$ cat config.mk
export PLATFORM = sky130hd
export DESIGN_NAME = sparse_polynomial_adder
export DESIGN_NICKNAME = d
export VERILOG_FILES = /design/src/hdl/spa_pkg.sv /design/src/hdl/spa_term_store.sv /design/src/hdl/spa_merge.sv /design/src/hdl/sparse_polynomial_adder.sv
export SDC_FILE = /design/constraint.sdc
export NUM_CORES = 2
export LEC_CHECK = 0
export ABC_AREA = 1
export BUFFER_PORTS_ARGS = -buffer_cell sky130_fd_sc_hd__buf_4
export CAP_MARGIN = 20
export CORE_MARGIN = 4
export CORE_UTILIZATION = 35
export CTS_BUF_LIST = sky130_fd_sc_hd__clkbuf_8 sky130_fd_sc_hd__clkbuf_16
export DETAILED_ROUTE_END_ITERATION = 10
export PLACE_DENSITY = 0.49
export SLEW_MARGIN = 20
export SYNTH_ARGS = -nofsm -noshare
export SYNTH_HDL_FRONTEND = slang
export SYNTH_HIERARCHICAL = 1
export SYNTH_SLANG_ARGS = --single-unit
$ cat constraint.sdc
create_clock -name clock -period 10.25 [get_ports clock]
set_input_delay 0.5125 -clock clock [delete_from_list [all_inputs] [get_ports clock]]
set_output_delay 0.5125 -clock clock [all_outputs]
set_load 0.02 [all_outputs]
$ cat src/hdl/spa_pkg.sv
package spa_pkg;

   // Operation codes carried in the request word.
   localparam logic [1:0] OP_LOAD_FIRST  = 2'd0;
   localparam logic [1:0] OP_LOAD_SECOND = 2'd1;
   localparam logic [1:0] OP_RUN         = 2'd2;

   // A run never delivers more result words than this.
   localparam int unsigned RESULT_CAP = 32;
   localparam int unsigned RESULT_CW  = $clog2(RESULT_CAP + 1);

   typedef struct packed {
      logic [1:0]         op;
      logic signed [15:0] coef;
      logic [15:0]        exp;
   } req_type;

   typedef struct packed {
      logic signed [16:0] sum_coef;
      logic [15:0]        sum_exp;
      logic               last;
      logic               empty_res;
      logic               overflow;
   } rsp_type;

   typedef struct packed {
      logic signed [15:0] coef;
      logic [15:0]        exp;
   } term_type;

endpackage

$ cat src/hdl/spa_term_store.sv
module spa_term_store #(
   parameter int unsigned AW    = 4,
   parameter int unsigned DEPTH = 16
) (
   input  logic              clock,
   input  logic              wr_en,
   input  logic [AW-1:0]     wr_addr,
   input  spa_pkg::term_type wr_data,
   input  logic [AW-1:0]     rd_addr,
   output spa_pkg::term_type rd_data
);

   spa_pkg::term_type term_mem_ff [DEPTH];
   spa_pkg::term_type rd_data_ff;

   always_ff @(posedge clock) begin
      if (wr_en) begin
         term_mem_ff[wr_addr] <= wr_data;
      end
   end

   // The read port runs every cycle; the merge engine steers the address with the
   // next index so that the head term is ready when it is needed.
   always_ff @(posedge clock) begin
      rd_data_ff <= term_mem_ff[rd_addr];
   end

   assign rd_data = rd_data_ff;

endmodule

$ cat src/hdl/spa_merge.sv
module spa_merge #(
   parameter int unsigned MAX_TERMS = 16,
   parameter int unsigned AW        = 4,
   parameter int unsigned CW        = 5
) (
   input  logic              clock,
   input  logic              reset,
   input  logic              start,
   input  spa_pkg::req_type  req_data,
   output logic              busy,
   output logic              rsp_valid,
   output spa_pkg::rsp_type  rsp_data,
   output logic              fst_wr_en,
   output logic [AW-1:0]     fst_wr_addr,
   output logic              snd_wr_en,
   output logic [AW-1:0]     snd_wr_addr,
   output spa_pkg::term_type wr_data,
   output logic [AW-1:0]     fst_rd_addr,
   output logic [AW-1:0]     snd_rd_addr,
   input  spa_pkg::term_type fst_rd_data,
   input  spa_pkg::term_type snd_rd_data
);

   localparam logic ST_IDLE = 1'b0;
   localparam logic ST_RUN  = 1'b1;

   localparam int unsigned NW = spa_pkg::RESULT_CW;

   logic             state_ff,      state_in;
   logic [CW-1:0]    fst_count_ff,  fst_count_in;
   logic [CW-1:0]    snd_count_ff,  snd_count_in;
   logic [CW-1:0]    i_ff,          i_in;
   logic [CW-1:0]    j_ff,          j_in;
   logic [NW-1:0]    n_ff,          n_in;
   logic             rsp_valid_ff,  rsp_valid_in;
   spa_pkg::rsp_type rsp_data_ff,   rsp_data_in;

   logic accept;
   logic fst_ok;
   logic snd_ok;

   assign busy   = (state_ff == ST_RUN);
   assign accept = start && !busy;
   assign fst_ok = (i_ff < fst_count_ff);
   assign snd_ok = (j_ff < snd_count_ff);

   assign wr_data.coef = req_data.coef;
   assign wr_data.exp  = req_data.exp;
   assign fst_wr_addr  = fst_count_ff[AW-1:0];
   assign snd_wr_addr  = snd_count_ff[AW-1:0];

   // Read addresses follow the next indexes, so the stores present the new
   // heads in the cycle after each merge step.
   assign fst_rd_addr = i_in[AW-1:0];
   assign snd_rd_addr = j_in[AW-1:0];

   always_comb begin
      state_in     = state_ff;
      fst_count_in = fst_count_ff;
      snd_count_in = snd_count_ff;
      i_in         = i_ff;
      j_in         = j_ff;
      n_in         = n_ff;
      rsp_valid_in = 1'b0;
      rsp_data_in  = '0;
      fst_wr_en    = 1'b0;
      snd_wr_en    = 1'b0;
      unique case (state_ff)
         ST_IDLE: begin
            i_in = '0;
            j_in = '0;
            n_in = '0;
            if (accept) begin
               unique case (req_data.op)
                  spa_pkg::OP_LOAD_FIRST: begin
                     rsp_valid_in     = 1'b1;
                     rsp_data_in.last = 1'b1;
                     if (fst_count_ff == CW'(MAX_TERMS)) begin
                        rsp_data_in.overflow = 1'b1;
                     end else begin
                        fst_wr_en    = 1'b1;
                        fst_count_in = fst_count_ff + CW'(1);
                     end
                  end
                  spa_pkg::OP_LOAD_SECOND: begin
                     rsp_valid_in     = 1'b1;
                     rsp_data_in.last = 1'b1;
                     if (snd_count_ff == CW'(MAX_TERMS)) begin
                        rsp_data_in.overflow = 1'b1;
                     end else begin
                        snd_wr_en    = 1'b1;
                        snd_count_in = snd_count_ff + CW'(1);
                     end
                  end
                  spa_pkg::OP_RUN: begin
                     if (fst_count_ff == '0 && snd_count_ff == '0) begin
                        rsp_valid_in          = 1'b1;
                        rsp_data_in.last      = 1'b1;
                        rsp_data_in.empty_res = 1'b1;
                     end else begin
                        state_in = ST_RUN;
                     end
                  end
                  default: begin
                  end
               endcase
            end
         end
         ST_RUN: begin
            rsp_valid_in = 1'b1;
            if (fst_ok && snd_ok && fst_rd_data.exp == snd_rd_data.exp) begin
               rsp_data_in.sum_coef = {fst_rd_data.coef[15], fst_rd_data.coef}
                                    + {snd_rd_data.coef[15], snd_rd_data.coef};
               rsp_data_in.sum_exp  = fst_rd_data.exp;
               i_in = i_ff + CW'(1);
               j_in = j_ff + CW'(1);
            end else if (!snd_ok || (fst_ok && fst_rd_data.exp > snd_rd_data.exp)) begin
               rsp_data_in.sum_coef = {fst_rd_data.coef[15], fst_rd_data.coef};
               rsp_data_in.sum_exp  = fst_rd_data.exp;
               i_in = i_ff + CW'(1);
            end else begin
               rsp_data_in.sum_coef = {snd_rd_data.coef[15], snd_rd_data.coef};
               rsp_data_in.sum_exp  = snd_rd_data.exp;
               j_in = j_ff + CW'(1);
            end
            n_in = n_ff + NW'(1);
            if (!((i_in < fst_count_ff) || (j_in < snd_count_ff)) ||
                n_in == NW'(spa_pkg::RESULT_CAP)) begin
               rsp_data_in.last = 1'b1;
               state_in         = ST_IDLE;
               fst_count_in     = '0;
               snd_count_in     = '0;
               i_in             = '0;
               j_in             = '0;
            end
         end
         default: begin
            state_in = ST_IDLE;
         end
      endcase
   end

   always_ff @(posedge clock) begin
      if (reset) begin
         state_ff     <= ST_IDLE;
         fst_count_ff <= '0;
         snd_count_ff <= '0;
         i_ff         <= '0;
         j_ff         <= '0;
         n_ff         <= '0;
         rsp_valid_ff <= 1'b0;
      end else begin
         state_ff     <= state_in;
         fst_count_ff <= fst_count_in;
         snd_count_ff <= snd_count_in;
         i_ff         <= i_in;
         j_ff         <= j_in;
         n_ff         <= n_in;
         rsp_valid_ff <= rsp_valid_in;
      end
   end

   always_ff @(posedge clock) begin
      rsp_data_ff <= rsp_data_in;
   end

   assign rsp_valid = rsp_valid_ff;
   assign rsp_data  = rsp_data_ff;

endmodule

$ cat src/hdl/sparse_polynomial_adder.sv
// Channel    Ports                         Direction  Handshake
// request    start, busy, req_data         in         taken when start is high, busy low
// response   rsp_valid, rsp_data           out        one-cycle strobe, cannot be held off
//
// A load is acknowledged in the next cycle; an unused opcode returns nothing.
// A new word may follow in the next cycle. A run of two empty stores answers
// with its empty word in the next cycle. Any other run keeps busy high for one
// merged term per cycle, at most 2 * MAX_TERMS and never above 32, paced by the
// single read port of each store; the last term appears in the cycle busy falls.
// Reset is synchronous and empties both stores.
module sparse_polynomial_adder #(
   parameter int unsigned MAX_TERMS = 16
) (
   input  logic             clock,
   input  logic             reset,
   input  logic             start,
   input  spa_pkg::req_type req_data,
   output logic             busy,
   output logic             rsp_valid,
   output spa_pkg::rsp_type rsp_data
);

   localparam int unsigned AW    = (MAX_TERMS > 1) ? $clog2(MAX_TERMS) : 1;
   localparam int unsigned DEPTH = 1 << AW;
   localparam int unsigned CW    = $clog2(MAX_TERMS + 1);

   logic              fst_wr_en;
   logic [AW-1:0]     fst_wr_addr;
   logic              snd_wr_en;
   logic [AW-1:0]     snd_wr_addr;
   spa_pkg::term_type wr_data;
   logic [AW-1:0]     fst_rd_addr;
   logic [AW-1:0]     snd_rd_addr;
   spa_pkg::term_type fst_rd_data;
   spa_pkg::term_type snd_rd_data;

   spa_term_store #(
      .AW    (AW),
      .DEPTH (DEPTH)
   ) u_fst_store (
      .clock   (clock),
      .wr_en   (fst_wr_en),
      .wr_addr (fst_wr_addr),
      .wr_data (wr_data),
      .rd_addr (fst_rd_addr),
      .rd_data (fst_rd_data)
   );

   spa_term_store #(
      .AW    (AW),
      .DEPTH (DEPTH)
   ) u_snd_store (
      .clock   (clock),
      .wr_en   (snd_wr_en),
      .wr_addr (snd_wr_addr),
      .wr_data (wr_data),
      .rd_addr (snd_rd_addr),
      .rd_data (snd_rd_data)
   );

   spa_merge #(
      .MAX_TERMS (MAX_TERMS),
      .AW        (AW),
      .CW        (CW)
   ) u_merge (
      .clock       (clock),
      .reset       (reset),
      .start       (start),
      .req_data    (req_data),
      .busy        (busy),
      .rsp_valid   (rsp_valid),
      .rsp_data    (rsp_data),
      .fst_wr_en   (fst_wr_en),
      .fst_wr_addr (fst_wr_addr),
      .snd_wr_en   (snd_wr_en),
      .snd_wr_addr (snd_wr_addr),
      .wr_data     (wr_data),
      .fst_rd_addr (fst_rd_addr),
      .snd_rd_addr (snd_rd_addr),
      .fst_rd_data (fst_rd_data),
      .snd_rd_data (snd_rd_data)
   );

`ifndef SYNTHESIS
   // Every cycle of a run yields exactly one merged word.
   a_run_emits: assert property (@(posedge clock) disable iff (reset)
      busy |=> rsp_valid)
      else $error("run cycle without a result word");

   // A load is acknowledged in the next cycle with a final word.
   a_load_ack: assert property (@(posedge clock) disable iff (reset)
      (start && !busy && (req_data.op == spa_pkg::OP_LOAD_FIRST ||
                          req_data.op == spa_pkg::OP_LOAD_SECOND))
      |=> (rsp_valid && rsp_data.last && !rsp_data.empty_res))
      else $error("load not acknowledged");

   // Stores are written only outside a run, and never both at once.
   a_write_idle: assert property (@(posedge clock) disable iff (reset)
      (fst_wr_en || snd_wr_en) |-> (!busy && !(fst_wr_en && snd_wr_en)))
      else $error("store write during a run");

   // An empty-sum word is always final and carries no overflow.
   a_empty_last: assert property (@(posedge clock) disable iff (reset)
      (rsp_valid && rsp_data.empty_res) |-> (rsp_data.last && !rsp_data.overflow))
      else $error("malformed empty result");
`endif

endmodule
=== After elaboration in Yosys (flattened, before gate mapping) ===
Memory sizes are Yosys's and may differ from the RTL's. A register that Yosys moved wholly into a read port is not among the register bits.
Index checks and enable logic that the tools add are counted.

* Register bits: 64
* Memories: 2
* Bits in writable memories: 1024

{| class="wikitable"
|+ Memories
! memory !! depth !! width !! rd ports !! clocked after Yosys merged registers in !! write ports !! RTL line !! source
|-
| u_fst_store.term_mem_ff || 16 || 32 || 1 || 1 || 1 || spa_term_store.sv:13 || <nowiki>spa_pkg::term_type term_mem_ff [DEPTH];</nowiki>
|-
| u_snd_store.term_mem_ff || 16 || 32 || 1 || 1 || 1 || spa_term_store.sv:13 ||
|}

* Reduce and logical (&&, ||, !) cells: 19
* Equal/unequal tests: 12
* Order comparisons: 5
* Mux-type cells: 52
* Add/subtract/negate cells: 6
* Bitwise logic cells: 3

{| class="wikitable"
|+ Operators with widths
! operator !! number
|-
| 2-to-1 mux 5 bit || 15
|-
| 2-to-1 mux 33 bit || 2
|-
| case mux 5 bit (2 select lines) || 4
|-
| 2-to-1 mux 1 bit || 22
|-
| adder 5 x 1 -> 5 bit (second input constant) || 4
|-
| < comparator 5 bit || 4
|-
| adder 16 x 16 -> 17 bit || 1
|-
| equality test 16 bit || 1
|-
| greater-than comparator 16 bit || 1
|-
| case mux 1 bit (2 select lines) || 6
|-
| case mux 6 bit (2 select lines) || 1
|-
| equality test 5 bit (second input constant) || 2
|-
| logical NOT 5 bit || 2
|-
| inequality test 2 bit (second input constant) || 5
|-
| AND reduction 4 bit || 2
|-
| adder 6 x 1 -> 6 bit (second input constant) || 1
|-
| equality test 6 bit (second input constant) || 1
|-
| logical AND 1 bit || 5
|-
| OR reduction 2 bit || 2
|-
| logical NOT 1 bit || 3
|-
| logical OR 1 bit || 3
|-
| 2-to-1 mux 3 bit || 1
|-
| inverter 1 bit || 3
|-
| OR reduction 3 bit || 1
|-
| 5 further kinds || 5
|}

=== Longest topological paths before layout ===
* Word-level depth: 12
* Gate-level depth with buffers: 36
* Gate-level depth less buffers: 32

=== Modules after synthesis ===
The synthesis kept the hierarchy.

{| class="wikitable"
|+ Modules (own cells, without submodules)
! module !! times used !! sequential area each (um^2) !! cells each !! area each (um^2)
|-
| spa_term_store at u_fst_store || 1 || 16015.4 || 2120 || 22744.3
|-
| spa_term_store at u_snd_store || 1 || 16015.4 || 2120 || 22730.6
|-
| spa_merge || 1 || 1281.2 || 622 || 4624.4
|}

=== Worst setup path after synthesis ===
OpenSTA, ideal clock, no wires.

* Path type: register to register
* Start: register u_merge.snd_count_ff[2]
* End: register u_fst_store/rd_data[14] (netlist name)
* Required time: 10.136 ns
* Stages on the path, launching flop included: 29
* Period minus slack after synthesis: 3.989 ns
* Path slack: 6.261 ns
* Setup time: 0.114 ns
* Data arrival time: 3.875 ns
* Buffers on the path: 4
* Path through: dfxtp_1 inv_1 ha_1 a21oi_1 o21ai_2 nor2_4 nand2_1 buf_2 nor4_1 xor2_1 inv_1 ha_1 nand2_1 nor2_1 a211oi_1 nand2_1 nand2_1 nand2_2 nor2_2 inv_1 nor2_1 buf_6 buf_6 buf_2 nand2_1 nand3_1 nand3_1 nand3_1 nand2_1

* Word-level cells in the longest chain between the ends: 12
* Elaborated cells on any way between the ends: 18
* Those cells by class: order compare: 3; mux: 8; reduce/logical: 7

{| class="wikitable"
|+ Ends and longest elaborated chain
! element !! RTL line !! source
|-
| start: declaration || spa_merge.sv:31 || <nowiki>logic [CW-1:0] snd_count_ff, snd_count_in;</nowiki>
|-
| start signal: assignment || spa_merge.sv:155 || <nowiki>snd_count_ff <= snd_count_in;</nowiki>
|-
| < comparator 5 bit || spa_merge.sv:45 || <nowiki>assign snd_ok = (j_ff < snd_count_ff);</nowiki>
|-
| logical NOT 1 bit || spa_merge.sv:117 || <nowiki>end else if (!snd_ok || (fst_ok && fst_rd_data.exp > snd_rd_data.exp)) begin</nowiki>
|-
| logical OR 1 bit || spa_merge.sv:117 ||
|-
| 2-to-1 mux 5 bit || spa_merge.sv:117 ||
|-
| 2-to-1 mux 5 bit || spa_merge.sv:111 || <nowiki>if (fst_ok && snd_ok && fst_rd_data.exp == snd_rd_data.exp) begin</nowiki>
|-
| 2-to-1 mux 5 bit || spa_merge.sv:68 || <nowiki>unique case (state_ff)</nowiki>
|-
| < comparator 5 bit || spa_merge.sv:127 || <nowiki>if (!((i_in < fst_count_ff) || (j_in < snd_count_ff)) ||</nowiki>
|-
| logical OR 1 bit || spa_merge.sv:127 ||
|-
| logical NOT 1 bit || spa_merge.sv:127 ||
|-
| logical OR 1 bit || spa_merge.sv:127 ||
|-
| 2-to-1 mux 5 bit * || spa_merge.sv:127 ||
|-
| case mux 5 bit (2 select lines) * || spa_merge.sv:68 ||
|-
| net fst_rd_addr[0] || sparse_polynomial_adder.sv:32 || <nowiki>logic [AW-1:0] fst_rd_addr;</nowiki>
|}

The timed path passes the listed nets; every way through them passes the cells marked *. The select of a mux whose other input is x is not followed.
A chain may end at the register's enable or synchronous reset.

=== Final worst setup path ===
* Start: register u_snd_store/rd_data[7] (netlist name)
* End: register u_snd_store/rd_data[11] (netlist name)

* Word-level cells in the longest chain between the ends: 12
* Elaborated cells on any way between the ends: 18
* Those cells by class: order compare: 3; eq/ne: 1; mux: 8; reduce/logical: 6

{| class="wikitable"
|+ Ends and longest elaborated chain
! element !! RTL line !! source
|-
| greater-than comparator 16 bit || spa_merge.sv:117 ||
|-
| logical AND 1 bit || spa_merge.sv:117 ||
|-
| logical OR 1 bit || spa_merge.sv:117 ||
|-
| 2-to-1 mux 5 bit || spa_merge.sv:117 ||
|-
| 2-to-1 mux 5 bit || spa_merge.sv:111 ||
|-
| 2-to-1 mux 5 bit || spa_merge.sv:68 ||
|-
| < comparator 5 bit || spa_merge.sv:127 ||
|-
| logical OR 1 bit || spa_merge.sv:127 ||
|-
| logical NOT 1 bit || spa_merge.sv:127 ||
|-
| logical OR 1 bit || spa_merge.sv:127 ||
|-
| 2-to-1 mux 5 bit * || spa_merge.sv:127 ||
|-
| case mux 5 bit (2 select lines) * || spa_merge.sv:68 ||
|-
| net snd_rd_addr[0] || sparse_polynomial_adder.sv:33 || <nowiki>logic [AW-1:0] snd_rd_addr;</nowiki>
|}

Marks and branches as above.

==> metrics.txt <==
# TYPE chip_impl_metric gauge
chip_impl_metric{name="fin_tns_setup",unit="ns"} 0
chip_impl_metric{name="cts_resized",unit=""} 0
chip_impl_metric{name="final.period_utilization",unit=""} 0.7444
chip_impl_metric{name="syn2layout_area_growth",unit="%"} 12.55
chip_impl_info{name="result_of_the_run",value="complete, no violations"} 1
chip_impl_metric{name="synth.yosys.warnings",unit=""} 6
chip_impl_metric{name="die_y",unit="um"} 386.3
chip_impl_metric{name="drt_pass_1_iters",unit=""} 7
chip_impl_metric{name="htree_levels",unit=""} 4
chip_impl_metric{name="grt_antenna_before_repair",unit=""} 19
chip_impl_metric{name="drt_iter0_markers",unit=""} 2915
chip_impl_metric{name="pin_count",unit=""} 75
chip_impl_metric{name="combined_global_route_utilization_of_all_metal_layers",unit=""} 0.1954
chip_impl_metric{name="initial_core_util",unit=""} 0.3530
chip_impl_metric{name="totalPowerFinal",unit="mW"} 10.02
chip_impl_metric{name="finalWorstPathRequiredPeriod",unit="ns"} 7.630
chip_impl_metric{name="setup_violating_endpoint_count_in_the_final_report",unit=""} 0
chip_impl_metric{name="die-width",unit="um"} 386.3
chip_impl_metric{name="clock_sink_count",unit=""} 1152
chip_impl_metric{name="dpl.hpwl",unit="um"} 79170
chip_impl_metric{name="crit_required",unit="ns"} 10.75
chip_impl_metric{name="crit_arrival",unit="ns"} 8.13
chip_impl_metric{name="fin_area",unit="um^2"} 56390
chip_impl_info{name="critical_path.endpoint_type",value="flop"} 1
chip_impl_metric{name="cts_setup_buffers",unit=""} 0
chip_impl_info{name="hold_class",value="input port to flop"} 1
chip_impl_metric{name="wl",unit="um"} 146000
chip_impl_metric{name="core-area",unit="um^2"} 141900
chip_impl_metric{name="vias",unit=""} 32990
chip_impl_metric{name="via_count_of_the_first_global_routing_pass",unit=""} 31430
chip_impl_metric{name="routabilityCongestion",unit=""} 0.8321
chip_impl_info{name="worst_setup_path_start_kind",value="flop"} 1
chip_impl_info{name="grt_setup_unrepaired",value="no"} 1
chip_impl_metric{name="final_layout_size_suffix_gt1_frac",unit=""} 0.08141
chip_impl_metric{name="tightestPinTransition",unit="ns"} 1.117
chip_impl_metric{name="filler_cell_count",unit=""} 13840
chip_impl_metric{name="synthesis.area",unit="um^2"} 50100
chip_impl_metric{name="cts_made_buffers",unit=""} 133
chip_impl_metric{name="ctsLongestPathBuffers",unit=""} 3
chip_impl_metric{name="final.hold.worst_slack",unit="ns"} 0.06435
chip_impl_info{name="cell_with_the_largest_stage_delay_on_the_worst_path",value="sky130_fd_sc_hd__buf_4"} 1
chip_impl_metric{name="crit_path_max_incr_delay",unit="ns"} 0.97
chip_impl_info{name="root_buffer",value="sky130_fd_sc_hd__clkbuf_16"} 1
chip_impl_metric{name="grt_max_degree",unit=""} 146
chip_impl_metric{name="final_core_utilization",unit=""} 0.3973
chip_impl_metric{name="placedInstanceArea",unit="um^2"} 52020
chip_impl_metric{name="synth.yosys.seq_area_share",unit=""} 0.6649
chip_impl_metric{name="core.rowCount",unit=""} 138
chip_impl_metric{name="grt_first_pass_wirelength",unit="um"} 214300
chip_impl_metric{name="maxCapViolCount",unit=""} 0
chip_impl_metric{name="drv_slew",unit=""} 0
chip_impl_metric{name="ys_seq_elements",unit=""} 1152
chip_impl_metric{name="global_route_overflow",unit=""} 0
chip_impl_metric{name="postRouteAntennaNets",unit=""} 0
chip_impl_metric{name="synthesis.nets",unit=""} 4955
chip_impl_metric{name="dr_vias_cell",unit=""} 4.799
chip_impl_metric{name="syn-instance-count",unit=""} 4862
chip_impl_metric{name="leakagePower",unit="nW"} 23.68
chip_impl_metric{name="io_buffer_count",unit=""} 74
chip_impl_metric{name="syn_avg_cell_area",unit="um^2"} 10.30
chip_impl_info{name="tritoncts",value="done"} 1
chip_impl_metric{name="fmax",unit="GHz"} 0.1311
chip_impl_metric{name="netlist-cell-type-count",unit=""} 49
chip_impl_info{name="timing.critical_path.mode_cell",value="sky130_fd_sc_hd__nand2_1"} 1
chip_impl_metric{name="power_density",unit="nW/um^2"} 177.7
chip_impl_metric{name="max_slew_margin",unit=""} 0.2550
chip_impl_metric{name="drt_drc_violations_left",unit=""} 0
chip_impl_info{name="critical_path_class",value="flop to flop"} 1
chip_impl_metric{name="hold_fix_buffer_count_after_cts",unit=""} 0
chip_impl_metric{name="drt-wirelength-per-cell",unit="um"} 21.24
chip_impl_metric{name="crit_fanout",unit=""} 93
chip_impl_metric{name="ir_worst_vdd",unit="V"} 0.0001178
chip_impl_metric{name="finish.net_count",unit=""} 4963
chip_impl_metric{name="clock_insertion_delay_worst_skew",unit="ns"} 0.75
chip_impl_metric{name="final-hold-violation-count",unit=""} 0
chip_impl_metric{name="die_area",unit="um^2"} 149300
chip_impl_metric{name="timing.clock.skew",unit="ns"} 0.03121
chip_impl_metric{name="clk_pin_slew",unit="ns"} 0.06
==> registers in the layout, indices dropped and copies added (netlist names) <==
register                 count
u_snd_store/term_mem_ff    512
u_merge/rsp_valid            1
u_fst_store/rd_data         32
u_merge/busy                 1
u_snd_store/rd_data         32
u_merge/n_ff                 6
u_fst_store/term_mem_ff    512
u_merge/fst_count_ff         5
u_merge/rsp_data            36
u_merge/j_ff                 5
u_merge/snd_count_ff         5
u_merge/i_ff                 5
==> worst paths after layout <==
check / start / end / slack [ns] / cells past startpoint
worst min-delay path: reset / u_merge/fst_count_ff[2]$_SDFFE_PP0P_ / 0.06 / 2
worst max register to register: u_snd_store/rd_data[7]$_DFF_P_ / u_snd_store/rd_data[11]$_DFF_P_ / 2.62 / 30
worst max-delay path: u_snd_store/rd_data[7]$_DFF_P_ / u_snd_store/rd_data[11]$_DFF_P_ / 2.62 / 30
worst min register to register: u_merge/n_ff[0]$_SDFF_PP0_ / u_merge/n_ff[0]$_SDFF_PP0_ / 0.45 / 1
==> kinds of logic after synthesis <==
group,after synthesis,share of synthesized area
simple gates,2372,0.2016
flops,1152,0.6649
xor+xnor,23,0.004021
buf+inv,1127,0.1005
fa+ha+maj,56,0.01414
compound gates,132,0.01483
==> power by group <==
group          internal [mW]  switching (mW)  leakage (nW)
Clock                   2.77            1.89          2.27
Sequential              5.13          0.0154          10.3
Combinational         0.0488           0.165          11.1
Total                   7.94            2.07          23.7
==> critical path: cells and delay by family, from the launching register on <==
| kind | cells | cell delay [ns] |
|---|---|---|
| simple gates | 20 | 3.24 |
| fa+ha+maj | 2 | 0.61 |
| flops | 1 | 0.39 |
| compound gates | 2 | 0.33 |
| xor+xnor | 1 | 0.42 |
| buf+inv | 5 | 2.31 |
==> cell usage in the layout, fill, tap and decap left out, drive strengths merged, types with 2 or more instances in the layout <==
| cell type | count |
|---|---|
| nand2 | 1452 |
| edfxtp | 1024 |
| inv | 903 |
| nand3 | 806 |
| clkbuf | 155 |
| buf | 136 |
| dfxtp | 128 |
| nor2 | 86 |
| a21oi | 62 |
| ha | 55 |
| o21ai | 43 |
| clkinv | 36 |
| xor2 | 15 |
| a22oi | 13 |
| nand4 | 12 |
| diode | 9 |
| bufinv | 8 |
| xnor2 | 8 |
| nor3 | 5 |
| nand3b | 5 |
| o31ai | 3 |
| clkinvlp | 2 |
| nor4 | 2 |
| a211oi | 2 |
| a21o | 2 |
| o2111ai | 2 |
| a31oi | 2 |
==> cells in the mapped netlist (all sizes together) <==
library cell / count / area share
a211oi: 2 / 0.00030
nand3b: 5 / 0.0010
dfxtp: 128 / 0.051
o2111ai: 2 / 0.00035
inv: 862 / 0.065
a21boi: 1 / 0.00015
nand2: 1452 / 0.11
nor2: 86 / 0.0075
o21ai: 43 / 0.0044
fa: 1 / 0.00040
xor2: 15 / 0.0026
o22ai: 1 / 0.00012
o31ai: 3 / 0.00045
a31oi: 2 / 0.00025
edfxtp: 1024 / 0.61
ha: 55 / 0.014
a22oi: 13 / 0.0019
xnor2: 8 / 0.0014
and3: 1 / 0.00012
a21oi: 62 / 0.0064
nand4: 12 / 0.0015
nor3: 5 / 0.00050
and2: 1 / 0.00012
clkbuf: 29 / 0.0022
or4: 1 / 0.00015
a21o: 2 / 0.00030
a22o: 1 / 0.00017
nor4: 2 / 0.00025
buf: 234 / 0.033
nand3: 806 / 0.081
or2: 1 / 0.00012
clkinv: 2 / 0.00015
==> cell type report <==
class                   count  area (um^2)  area share
repair buffers            136         1033     0.01833
well taps                1890         2365     0.04194
inverters                 864         3263     0.05787
flip-flops and latches   1152        33310      0.5908
diodes                      9        22.52   0.0003994
multi-input cells        2583        12050      0.2137
clock inverters            85        639.4     0.01134
clock buffers             155         3699     0.06559
==> per-stage QoR <==
step / cells / setup slack [ns]
finish: 6874 / 2.620
global route: 6865 / 2.157
CTS: 6865 / 2.635
detailed placement: 6625 / 2.696
global placement: 6625 / 2.723
floorplan: 4862 / 6.261
==> routing by layer <==
metal / GRT usage / part of all wire / up-vias
li1: - / - / 15770
met2: 0.3052 / 0.45 / 904
met4: 0.05298 / 0.022 / 8
met5: 0 / 0.00034 / -
met1: 0.2848 / 0.48 / 16070
met3: 0.02834 / 0.055 / 236
Power figures use the tool's default switching activity.
